--- src/design/sis_pkg.sv ---
// Package for the string instruction step block: operation and prefix codes,
// flag bit positions, port word structs and pipeline stage structs.
// Depends on nothing; imported by sis_flags and string_instruction_step_top.
package sis_pkg;

  // Operation codes; code 7 is unused and executes nothing
  localparam logic [2:0] OP_INS    = 3'd0;
  localparam logic [2:0] OP_OUTS   = 3'd1;
  localparam logic [2:0] OP_MOVS   = 3'd2;
  localparam logic [2:0] OP_CMPS   = 3'd3;
  localparam logic [2:0] OP_STOS   = 3'd4;
  localparam logic [2:0] OP_LODS   = 3'd5;
  localparam logic [2:0] OP_SCAS   = 3'd6;
  localparam logic [2:0] OP_UNUSED = 3'd7;

  // Repeat prefix codes; code 3 acts as no prefix
  localparam logic [1:0] REP_NONE     = 2'd0;
  localparam logic [1:0] REP_WHILE_Z  = 2'd1;
  localparam logic [1:0] REP_WHILE_NZ = 2'd2;
  localparam logic [1:0] REP_UNUSED   = 2'd3;

  // Flag bit positions
  localparam int FLAG_CF = 0;
  localparam int FLAG_PF = 1;
  localparam int FLAG_AF = 2;
  localparam int FLAG_ZF = 3;
  localparam int FLAG_SF = 4;
  localparam int FLAG_OF = 5;

  localparam int DATA_W = 16;
  localparam int FLAG_W = 6;

  typedef struct packed {
    logic [2:0]        op;
    logic              word_size;
    logic [1:0]        rep_mode;
    logic              dir_down;
    logic [DATA_W-1:0] count_in;
    logic [DATA_W-1:0] src_index;
    logic [DATA_W-1:0] dst_index;
    logic [DATA_W-1:0] src_data;
    logic [DATA_W-1:0] dst_data;
    logic [DATA_W-1:0] acc_in;
  } in_word_t;

  typedef struct packed {
    logic              executed;
    logic [DATA_W-1:0] count_out;
    logic [DATA_W-1:0] src_index_out;
    logic [DATA_W-1:0] dst_index_out;
    logic              mem_write;
    logic              port_write;
    logic [DATA_W-1:0] write_data;
    logic [DATA_W-1:0] acc_out;
    logic              flags_valid;
    logic [FLAG_W-1:0] flags;
    logic              repeat_again;
  } out_word_t;

  // Decoded item after the first stage
  typedef struct packed {
    logic              executed;
    logic              prefixed;
    logic [1:0]        rep_mode;
    logic              word_size;
    logic              use_si;
    logic              use_di;
    logic              mem_write;
    logic              port_write;
    logic              flags_valid;
    logic [DATA_W-1:0] write_data;
    logic [DATA_W-1:0] acc;
    logic [DATA_W-1:0] cmp_x;
    logic [DATA_W-1:0] cmp_y;
    logic [DATA_W-1:0] delta;
    logic [DATA_W-1:0] count;
    logic [DATA_W-1:0] src_index;
    logic [DATA_W-1:0] dst_index;
  } dec_t;

  // Item after the arithmetic stage
  typedef struct packed {
    logic              executed;
    logic              prefixed;
    logic [1:0]        rep_mode;
    logic              word_size;
    logic              mem_write;
    logic              port_write;
    logic              flags_valid;
    logic              borrow;
    logic              count_nz;
    logic [DATA_W-1:0] write_data;
    logic [DATA_W-1:0] acc;
    logic [DATA_W-1:0] cmp_x;
    logic [DATA_W-1:0] cmp_y;
    logic [DATA_W-1:0] diff;
    logic [DATA_W-1:0] count;
    logic [DATA_W-1:0] src_index;
    logic [DATA_W-1:0] dst_index;
  } arith_t;

endpackage

--- src/design/sis_flags.sv ---
// Subtract flags for byte/word compares: carry, parity, aux, zero, sign, overflow.
// Depends on sis_pkg for widths and flag bit positions.
module sis_flags (
  input  logic                       word_size,
  input  logic                       borrow,
  input  logic [sis_pkg::DATA_W-1:0] x,
  input  logic [sis_pkg::DATA_W-1:0] y,
  input  logic [sis_pkg::DATA_W-1:0] diff,
  output logic [sis_pkg::FLAG_W-1:0] flags,
  output logic                       zero
);
  import sis_pkg::*;

  logic top_x;
  logic top_y;
  logic top_r;

  // Pick the sign bits at the operation size
  assign top_x = word_size ? x[15] : x[7];
  assign top_y = word_size ? y[15] : y[7];
  assign top_r = word_size ? diff[15] : diff[7];
  assign zero  = (diff == '0);

  // Assemble the flag word
  always_comb begin
    flags          = '0;
    flags[FLAG_CF] = borrow;
    flags[FLAG_PF] = ~^diff[7:0];
    flags[FLAG_AF] = x[4] ^ y[4] ^ diff[4];
    flags[FLAG_ZF] = zero;
    flags[FLAG_SF] = top_r;
    flags[FLAG_OF] = (top_x ^ top_y) & (top_x ^ top_r);
  end

endmodule

--- src/design/string_instruction_step_top.sv ---
// String instruction step: executes one iteration of ins/outs/movs/cmps/stos/lods/scas.
// Three-stage pipeline; depends on sis_pkg and sis_flags.
//
// Usage:
//   Input channel: drive in_word with the operation, registers and fetched
//   data and raise start. A word is taken at each rising edge with start high
//   and busy low. busy is high during reset and drops at the next rising edge
//   once reset is released; after that a new word can enter every cycle: throughput is
//   one word per clock.
//   Result channel: out_valid strobes for one cycle with out_word holding the
//   result. The accepted word passes three registered stages: stage 1 decodes the
//   operation and masks operands, stage 2 does the 16-bit index adds, count
//   decrement and compare subtract, stage 3 forms the flags and the repeat
//   decision into the output register.
//   Results leave in the order words came in. The receiver cannot hold
//   results off, so the pipeline never stalls.
//   Reset (rst_n low, synchronous) clears all stage valid bits; words in
//   flight are dropped and no strobe follows them.
module string_instruction_step_top (
  input  logic               clk,
  input  logic               rst_n,
  input  logic               start,
  output logic               busy,
  input  sis_pkg::in_word_t  in_word,
  output logic               out_valid,
  output sis_pkg::out_word_t out_word
);
  import sis_pkg::*;

  logic      busy_r;
  logic      accept;
  dec_t      dec_nxt;
  dec_t      dec_r;
  logic      dec_vld_r;
  arith_t    ar_nxt;
  arith_t    ar_r;
  logic      ar_vld_r;
  out_word_t out_nxt;
  out_word_t out_r;
  logic      out_vld_r;
  logic [16:0] diff_wide;
  logic [FLAG_W-1:0] cmp_flags;
  logic      cmp_zero;
  logic      stop_on_zf;

  // Hold busy through reset; it clears at the next edge once reset is released
  always_ff @(posedge clk) begin
    if (!rst_n) begin
      busy_r <= 1'b1;
    end else begin
      busy_r <= 1'b0;
    end
  end

  assign busy   = busy_r;
  assign accept = start & ~busy_r;

  // Stage 1: decode operation, mask operands, pick step
  always_comb begin
    logic [DATA_W-1:0] mask;
    logic              prefixed;
    mask     = in_word.word_size ? 16'hFFFF : 16'h00FF;
    prefixed = (in_word.rep_mode == REP_WHILE_Z) || (in_word.rep_mode == REP_WHILE_NZ);
    dec_nxt             = '0;
    dec_nxt.prefixed    = prefixed;
    dec_nxt.rep_mode    = in_word.rep_mode;
    dec_nxt.word_size   = in_word.word_size;
    dec_nxt.acc         = in_word.acc_in;
    dec_nxt.count       = in_word.count_in;
    dec_nxt.src_index   = in_word.src_index;
    dec_nxt.dst_index   = in_word.dst_index;
    dec_nxt.delta       = in_word.dir_down ?
                          (in_word.word_size ? 16'hFFFE : 16'hFFFF) :
                          (in_word.word_size ? 16'h0002 : 16'h0001);
    dec_nxt.executed    = (in_word.op != OP_UNUSED) && (!prefixed || (in_word.count_in != '0));
    if (dec_nxt.executed) begin
      unique case (in_word.op)
        OP_INS: begin
          dec_nxt.mem_write  = 1'b1;
          dec_nxt.write_data = in_word.src_data & mask;
          dec_nxt.use_di     = 1'b1;
        end
        OP_OUTS: begin
          dec_nxt.port_write = 1'b1;
          dec_nxt.write_data = in_word.src_data & mask;
          dec_nxt.use_si     = 1'b1;
        end
        OP_MOVS: begin
          dec_nxt.mem_write  = 1'b1;
          dec_nxt.write_data = in_word.src_data & mask;
          dec_nxt.use_si     = 1'b1;
          dec_nxt.use_di     = 1'b1;
        end
        OP_CMPS: begin
          dec_nxt.flags_valid = 1'b1;
          dec_nxt.cmp_x       = in_word.src_data & mask;
          dec_nxt.cmp_y       = in_word.dst_data & mask;
          dec_nxt.use_si      = 1'b1;
          dec_nxt.use_di      = 1'b1;
        end
        OP_STOS: begin
          dec_nxt.mem_write  = 1'b1;
          dec_nxt.write_data = in_word.acc_in & mask;
          dec_nxt.use_di     = 1'b1;
        end
        OP_LODS: begin
          dec_nxt.acc    = in_word.word_size ? in_word.src_data :
                           {in_word.acc_in[15:8], in_word.src_data[7:0]};
          dec_nxt.use_si = 1'b1;
        end
        OP_SCAS: begin
          dec_nxt.flags_valid = 1'b1;
          dec_nxt.cmp_x       = in_word.acc_in & mask;
          dec_nxt.cmp_y       = in_word.dst_data & mask;
          dec_nxt.use_di      = 1'b1;
        end
        default: begin
          dec_nxt.executed = 1'b0;
        end
      endcase
    end
  end

  always_ff @(posedge clk) begin
    if (!rst_n) begin
      dec_vld_r <= 1'b0;
    end else begin
      dec_vld_r <= accept;
    end
  end

  always_ff @(posedge clk) begin
    dec_r <= dec_nxt;
  end

  // Stage 2: step indices, decrement count, subtract operands
  assign diff_wide = {1'b0, dec_r.cmp_x} - {1'b0, dec_r.cmp_y};

  always_comb begin
    ar_nxt             = '0;
    ar_nxt.executed    = dec_r.executed;
    ar_nxt.prefixed    = dec_r.prefixed;
    ar_nxt.rep_mode    = dec_r.rep_mode;
    ar_nxt.word_size   = dec_r.word_size;
    ar_nxt.mem_write   = dec_r.mem_write;
    ar_nxt.port_write  = dec_r.port_write;
    ar_nxt.flags_valid = dec_r.flags_valid;
    ar_nxt.write_data  = dec_r.write_data;
    ar_nxt.acc         = dec_r.acc;
    ar_nxt.cmp_x       = dec_r.cmp_x;
    ar_nxt.cmp_y       = dec_r.cmp_y;
    ar_nxt.borrow      = diff_wide[16];
    ar_nxt.diff        = dec_r.word_size ? diff_wide[15:0] : {8'h00, diff_wide[7:0]};
    ar_nxt.src_index   = dec_r.use_si ? (dec_r.src_index + dec_r.delta) : dec_r.src_index;
    ar_nxt.dst_index   = dec_r.use_di ? (dec_r.dst_index + dec_r.delta) : dec_r.dst_index;
    ar_nxt.count       = (dec_r.executed && dec_r.prefixed) ? (dec_r.count - 16'd1) :
                         dec_r.count;
    ar_nxt.count_nz    = (ar_nxt.count != '0);
  end

  always_ff @(posedge clk) begin
    if (!rst_n) begin
      ar_vld_r <= 1'b0;
    end else begin
      ar_vld_r <= dec_vld_r;
    end
  end

  always_ff @(posedge clk) begin
    ar_r <= ar_nxt;
  end

  // Stage 3: flags and repeat decision
  sis_flags u_flags (
    .word_size (ar_r.word_size),
    .borrow    (ar_r.borrow),
    .x         (ar_r.cmp_x),
    .y         (ar_r.cmp_y),
    .diff      (ar_r.diff),
    .flags     (cmp_flags),
    .zero      (cmp_zero)
  );

  // Compare ends the repeat on the wrong sense of zero
  assign stop_on_zf = ar_r.flags_valid &&
                      (((ar_r.rep_mode == REP_WHILE_Z) && !cmp_zero) ||
                       ((ar_r.rep_mode == REP_WHILE_NZ) && cmp_zero));

  always_comb begin
    out_nxt               = '0;
    out_nxt.executed      = ar_r.executed;
    out_nxt.count_out     = ar_r.count;
    out_nxt.src_index_out = ar_r.src_index;
    out_nxt.dst_index_out = ar_r.dst_index;
    out_nxt.mem_write     = ar_r.mem_write;
    out_nxt.port_write    = ar_r.port_write;
    out_nxt.write_data    = ar_r.write_data;
    out_nxt.acc_out       = ar_r.acc;
    out_nxt.flags_valid   = ar_r.flags_valid;
    out_nxt.flags         = ar_r.flags_valid ? cmp_flags : '0;
    out_nxt.repeat_again  = ar_r.executed && ar_r.prefixed && ar_r.count_nz && !stop_on_zf;
  end

  always_ff @(posedge clk) begin
    if (!rst_n) begin
      out_vld_r <= 1'b0;
    end else begin
      out_vld_r <= ar_vld_r;
    end
  end

  always_ff @(posedge clk) begin
    out_r <= out_nxt;
  end

  assign out_valid = out_vld_r;
  assign out_word  = out_r;

`ifndef SYNTH
  // Every accepted word gives a strobe after passing the stage registers
  a_latency: assert property (@(posedge clk) disable iff (!rst_n)
    accept |-> ##3 out_valid)
    else $error("accepted word produced no result");

  // A skipped iteration writes nothing, sets no flags and does not repeat
  a_skip_quiet: assert property (@(posedge clk) disable iff (!rst_n)
    (out_valid && !out_word.executed) |->
      (!out_word.mem_write && !out_word.port_write &&
       !out_word.flags_valid && !out_word.repeat_again))
    else $error("skipped iteration has side effects");

  // Repeat only with a count left
  a_repeat_count: assert property (@(posedge clk) disable iff (!rst_n)
    (out_valid && out_word.repeat_again) |-> (out_word.count_out != '0))
    else $error("repeat requested with zero count");

  // Memory and port writes never coincide
  a_one_target: assert property (@(posedge clk) disable iff (!rst_n)
    out_valid |-> !(out_word.mem_write && out_word.port_write))
    else $error("write to memory and port at once");

  // Flags stay clear outside compares
  a_flags_clear: assert property (@(posedge clk) disable iff (!rst_n)
    (out_valid && !out_word.flags_valid) |-> (out_word.flags == '0))
    else $error("flags set without a compare");
`endif

endmodule

--- config.mk ---
export PLATFORM = sky130hd
export DESIGN_NAME = string_instruction_step_top
export DESIGN_NICKNAME = d
export VERILOG_FILES = /design/src/design/sis_pkg.sv /design/src/design/sis_flags.sv /design/src/design/string_instruction_step_top.sv
export SDC_FILE = /design/constraint.sdc
export NUM_CORES = 1
export LEC_CHECK = 0
export BUFFER_PORTS_ARGS = -buffer_cell sky130_fd_sc_hd__buf_4
export CORE_MARGIN = 1.5
export CORE_UTILIZATION = 35
export CTS_BUF_LIST = sky130_fd_sc_hd__clkbuf_16
export DETAILED_ROUTE_END_ITERATION = 8
export GPL_ROUTABILITY_DRIVEN = 0
export PLACE_DENSITY = 0.51
export SYNTH_ARGS = -nofsm -noshare
export SYNTH_HDL_FRONTEND = slang
export SYNTH_SLANG_ARGS = --single-unit
--- constraint.sdc ---
create_clock -name clk -period 3.38 [get_ports clk]
set_input_delay 0.507 -clock clk [delete_from_list [all_inputs] [get_ports clk]]
set_output_delay 0.507 -clock clk [all_outputs]
set_load 0.01 [all_outputs]
* Word level (Yosys, flattened, before mapping)
Cells that the tools add are included.
** Word-level totals
- Bits in registers :: 371
- Input bits :: 106
- Output and inout port bits :: 93
- Word-level logic and storage cells :: 122
** Operators by class
- $add $sub $neg :: 4
- Equal/unequal tests :: 11
- Muxes and demuxes :: 22
- Bitwise operators :: 10
- Reduce and logical (&&, ||, !) cells :: 25
** Operators with widths (number)
- $mux W16 :: 7
- $pmux W32 S2 :: 1
- $and A16 B16 Y16 :: 3
- $mux W48 :: 1
- $add A16 B16 Y16 :: 2
- $pmux W16 S2 :: 1
- $reduce_bool A16 Y1 :: 2
- $sub A16 B16 Y17 :: 1
- $logic_not A16 Y1 :: 1
- $sub A16 B1 Y16 const B :: 1
- $mux W1 :: 11
- $eq A3 B3 Y1 const B :: 3
- $logic_and A1 B1 Y1 :: 8
- $reduce_xnor A8 Y1 :: 1
- $reduce_or A7 Y1 :: 1
- $eq A3 B2 Y1 const B :: 2
- $reduce_or A3 Y1 :: 2
- $reduce_or A5 Y1 :: 1
- $eq A2 B1 Y1 const B :: 2
- $eq A2 B2 Y1 const B :: 2
- $reduce_or A4 Y1 :: 1
- $xor A1 B1 Y1 :: 4
- $eq A3 B1 Y1 const B :: 1
- $logic_not A1 Y1 :: 3
- 7 further kinds :: 10

* Longest topological paths before layout
- Depth after elaboration :: 7
- Gate-level depth with buffers :: 10
- Depth with buffers taken out :: 10

* By module
A second synthesis with hierarchy kept.
** Unflattened totals
- Cell total of the unflattened synthesis :: 995
- Area total of the unflattened synthesis :: 11453.5 um^2
** Modules (own cells, without submodules)
- string_instruction_step_top :: times used 1, cells an instance 962, area each 11215.8 um^2, seq. area each 7166.9 um^2
- sis_flags :: times used 1, cells an instance 33, area each 237.7 um^2, seq. area each 0.0 um^2

* Worst setup path after synthesis
No wires, ideal clock.
- Kind :: register to register
- Start :: reg dec_r[62] (netlist name)
- End :: reg ar_r[12] (netlist bit)
- Setup time :: 0.127 ns
- Arrival time :: 2.583 ns
- Required time :: 3.253 ns
- Setup slack :: 0.670 ns
- Stages on the path, launching flop included :: 9
- Path buffers :: 0
- Period minus slack after synthesis :: 2.710 ns
- Cells stage by stage :: dfxtp_1 ha_1 nor2b_1 o21ai_1 a211o_1 a21oi_1 a211o_1 o2111a_1 or3_1
** RTL lines
- to (signal assigned) :: line string_instruction_step_top.sv:170 : ar_r <= ar_nxt;
- to (decl) :: line string_instruction_step_top.sv:36 : arith_t ar_r;

==> reports/metrics.yaml <==
yosys.area.top_type: "dfxtp_1"
layout_min_cycle_time_ns: 2.844
antenna_found_initial: 0
synth_xor_area_frac: 0.03954
synth-main-ff-cell: "dfxtp_1"
cp_slowest_cell: "dfxtp_1"
synth_fp_nets: 1114
coreArea_um2: 30590
initial_core_util: 0.3548
cp_top_family: "compound AO/OA/AOI/OAI gates"
drc: 0
portBuffers: 198
num_vias: 7148
power.density_nw_per_um2: 666.0
drtIter0Drc: 326
final_layout_size_suffix_gt1_frac: 0.2506
ff2ff_setup_slack_ns: 0.54
diodes: 0
clk_path_buf_depth: 3
routed_wl_um: 24260
fin_worst_skew_ns: 0.01661
p_clk_frac: 0.408
cts.sinks: 332
cts_tree: "yes"
worstPathCellList: "buf_4, ha_1, o21a_1, o21a_1, o31a_1, a31oi_1, o21ai_0, a211o_1"
dp.cells: 1535
total_power_mw: 9.308
arrival_ns: 3.25
p_int_mw: 7.062
wl_per_cell_um: 15.12
fmax_ghz: 0.3516
path_common_cell: "o21a_1"
overflow: 0
outcome: "complete, no violations"
multi_input_area_um2: 3933
cap_violations: 0
grt_setup_unrepaired: "false"
netlist_top_cells_area: "dfxtp_1 (61%), ha_1 (6.0%), mux2_2 (3.6%), nor2_1 (2.9%), a21oi_1 (2.5%)"
synth-seq-area-share: 0.6124
busiest_layer: "met2"
cts_resized: 0
rows: 64
critPathMaxStageDelay_ns: 0.77
crit_fanout: 17
dieHeight_um: 179.1
die_x_um: 179.1
syn_avg_cell_area_um2: 11.39
finalSetupViolCount: 0
regArea_um2: 6646
tns_ns: 0
peakVddDrop_v: 0.0003363
cts_hold_buffers: 0
p_seq_frac: 0.475
gr-usage-met3: 0.03626
synth_mux_area_frac: 0.04369
grt_max_degree: 23
boundaryPins: 199
switchingPower_mw: 2.245
synth_most_common_cell: "dfxtp_1"
hp-class: "input port to flop"
cp_num_buf_inv: 1
htree_levels: 2
relSlewSlack: 0.3925
insertion_delay_ns: 0.52
final_max_slew_viol_count: 0
critPathCaptureType: "flop"
use_met2: 0.2395
areaGrowthSynthToFinish_pct: 28.78
dpl_worst_slack_ns: 0.5326
timing.final.ws_setup_ns: 0.5355
p_comb_frac: 0.116
synth_top_area_frac: 0.6124
antenna_left: 0
crit_path_start_kind: "flop"
instances_no_fill: 1605
yosys-top-cells-count: "dfxtp_1 (332), nor2_1 (83), inv_1 (55), a21oi_1 (54), ha_1 (52)"
synth-simple-area-share: 0.1095
crit_type: "flop to flop"
swShare: 0.2412
p_leak_nw: 6.250
dp_hpwl_um: 17680
post_cts_buffers: 0
n_fill_cell: 2916
synth-compound-area-share: 0.1041
root_buffer: "clkbuf_16"
clk_pin_slew_ns: 0.06
grt_pass1_vias: 7176
ys_warn_count: 0
grt_pass1_wl_um: 37390
hold_violations: 0
ys_types: 60
syn_inst: 953
nets: 1340
synth_area_um2: 10850
die_area_um2: 32070
post-route-period-util: 0.8416
synthAdderAreaFrac: 0.06548
cp.required_ns: 3.79
synth_edf_count: 0
first_pass_iters: 4
avgViaCountPerCell: 4.454
cts_made_buffers: 38
met1_usage: 0.1994
tightest_slew_ns: 0.9100
ys_async_sr_fraction: 0
synth_top_family_by_area: "simple AND/OR/NAND/NOR gates"
synth-seq-cells: 332
track_usage: 0.1496
worst reg2reg max path, stage by stage, from the launching register on:
cell and delay (ns):
dfxtp_1 0.77, buf_4 0.34, ha_1 0.29, o21a_1 0.13, o21a_1 0.20, o31a_1 0.30, a31oi_1 0.32, o21ai_0 0.13
a211o_1 0.25
placed cells by master (no fill, tap or decap), drive strengths merged, types with 4 or more instances in the layout:
master / instances
clkinv: 15
inv: 67
nor3: 15
mux2: 35
nand2: 31
a21oi: 54
o211ai: 4
o31ai: 4
o21ai: 26
dfxtp: 332
buf: 202
xor2: 21
clkbuf: 38
or4: 6
nor2: 83
o21a: 9
nand2b: 8
a211oi: 8
and3: 7
ha: 52
mux2i: 8
nor4: 12
a21o: 15
a211o: 5
nor2b: 15
xnor2: 28
nand3: 9
and2: 22
nor3b: 6
a22oi: 22
or3: 6
power by group through the flow:
stage | logic (mW) | clock network [mW] | registers, mW
floorplan | 0.592 | 0 | 4.52
global placement | 1.09 | 0 | 4.51
detailed placement | 1.08 | 0 | 4.51
CTS | 1.09 | 3.93 | 4.43
global route | 1.20 | 4.10 | 4.46
finish | 1.08 | 3.80 | 4.42
cells by family after synthesis:
logic type	after synthesis
fa+ha+maj	55
simple gates	230
buf+inv	71
xor+xnor	49
mux	43
flops	332
compound gates	173
path summary, 6_finish.rpt:
kind / cells past startpoint / to / startpoint
worst min register to register: 0 / ar_r[111] / ar_nxt[111]
worst min-delay path: 1 / dec_r[29] / in_word[77]
worst max-delay path: 8 / ar_r[30] / dec_r[62]
worst max register to register: 8 / ar_r[30] / dec_r[62]
sequential cells by signal, indices dropped and copies added (netlist names):
signal     cells
ar_nxt        72
ar_r         112
ar_vld_r       1
busy           1
dec_r         53
dec_vld_r      1
out_valid      1
out_word      91
metrics by stage:
step	hold WS (ns)	utilization	cell area, um^2
2_1_floorplan	0.3096	-	10850
3_3_place_gp	0.3102	0.4184	12800
3_5_place_dp	0.3121	0.4184	12800
4_1_cts	0.06782	0.4569	13980
5_1_grt	0.06464	0.4569	13980
6_report	0.09098	0.4569	13980
layer usage:
metal | vias up | part of all wire
met1 | 3196 | 0.47
met3 | 30 | 0.064
met5 | - | 0
met4 | 0 | 0.016
met2 | 177 | 0.45
li1 | 3745 | -
area by class of cell:
type,instances,area share
Tap cell,396,0.03545
Clock buffer,38,0.06804
Inverter,55,0.01477
Multi-Input combinational cell,550,0.2814
Timing Repair Buffer,202,0.1085
Sequential cell,332,0.4756
Clock inverter,32,0.01629
Power figures use the tool's default switching activity.
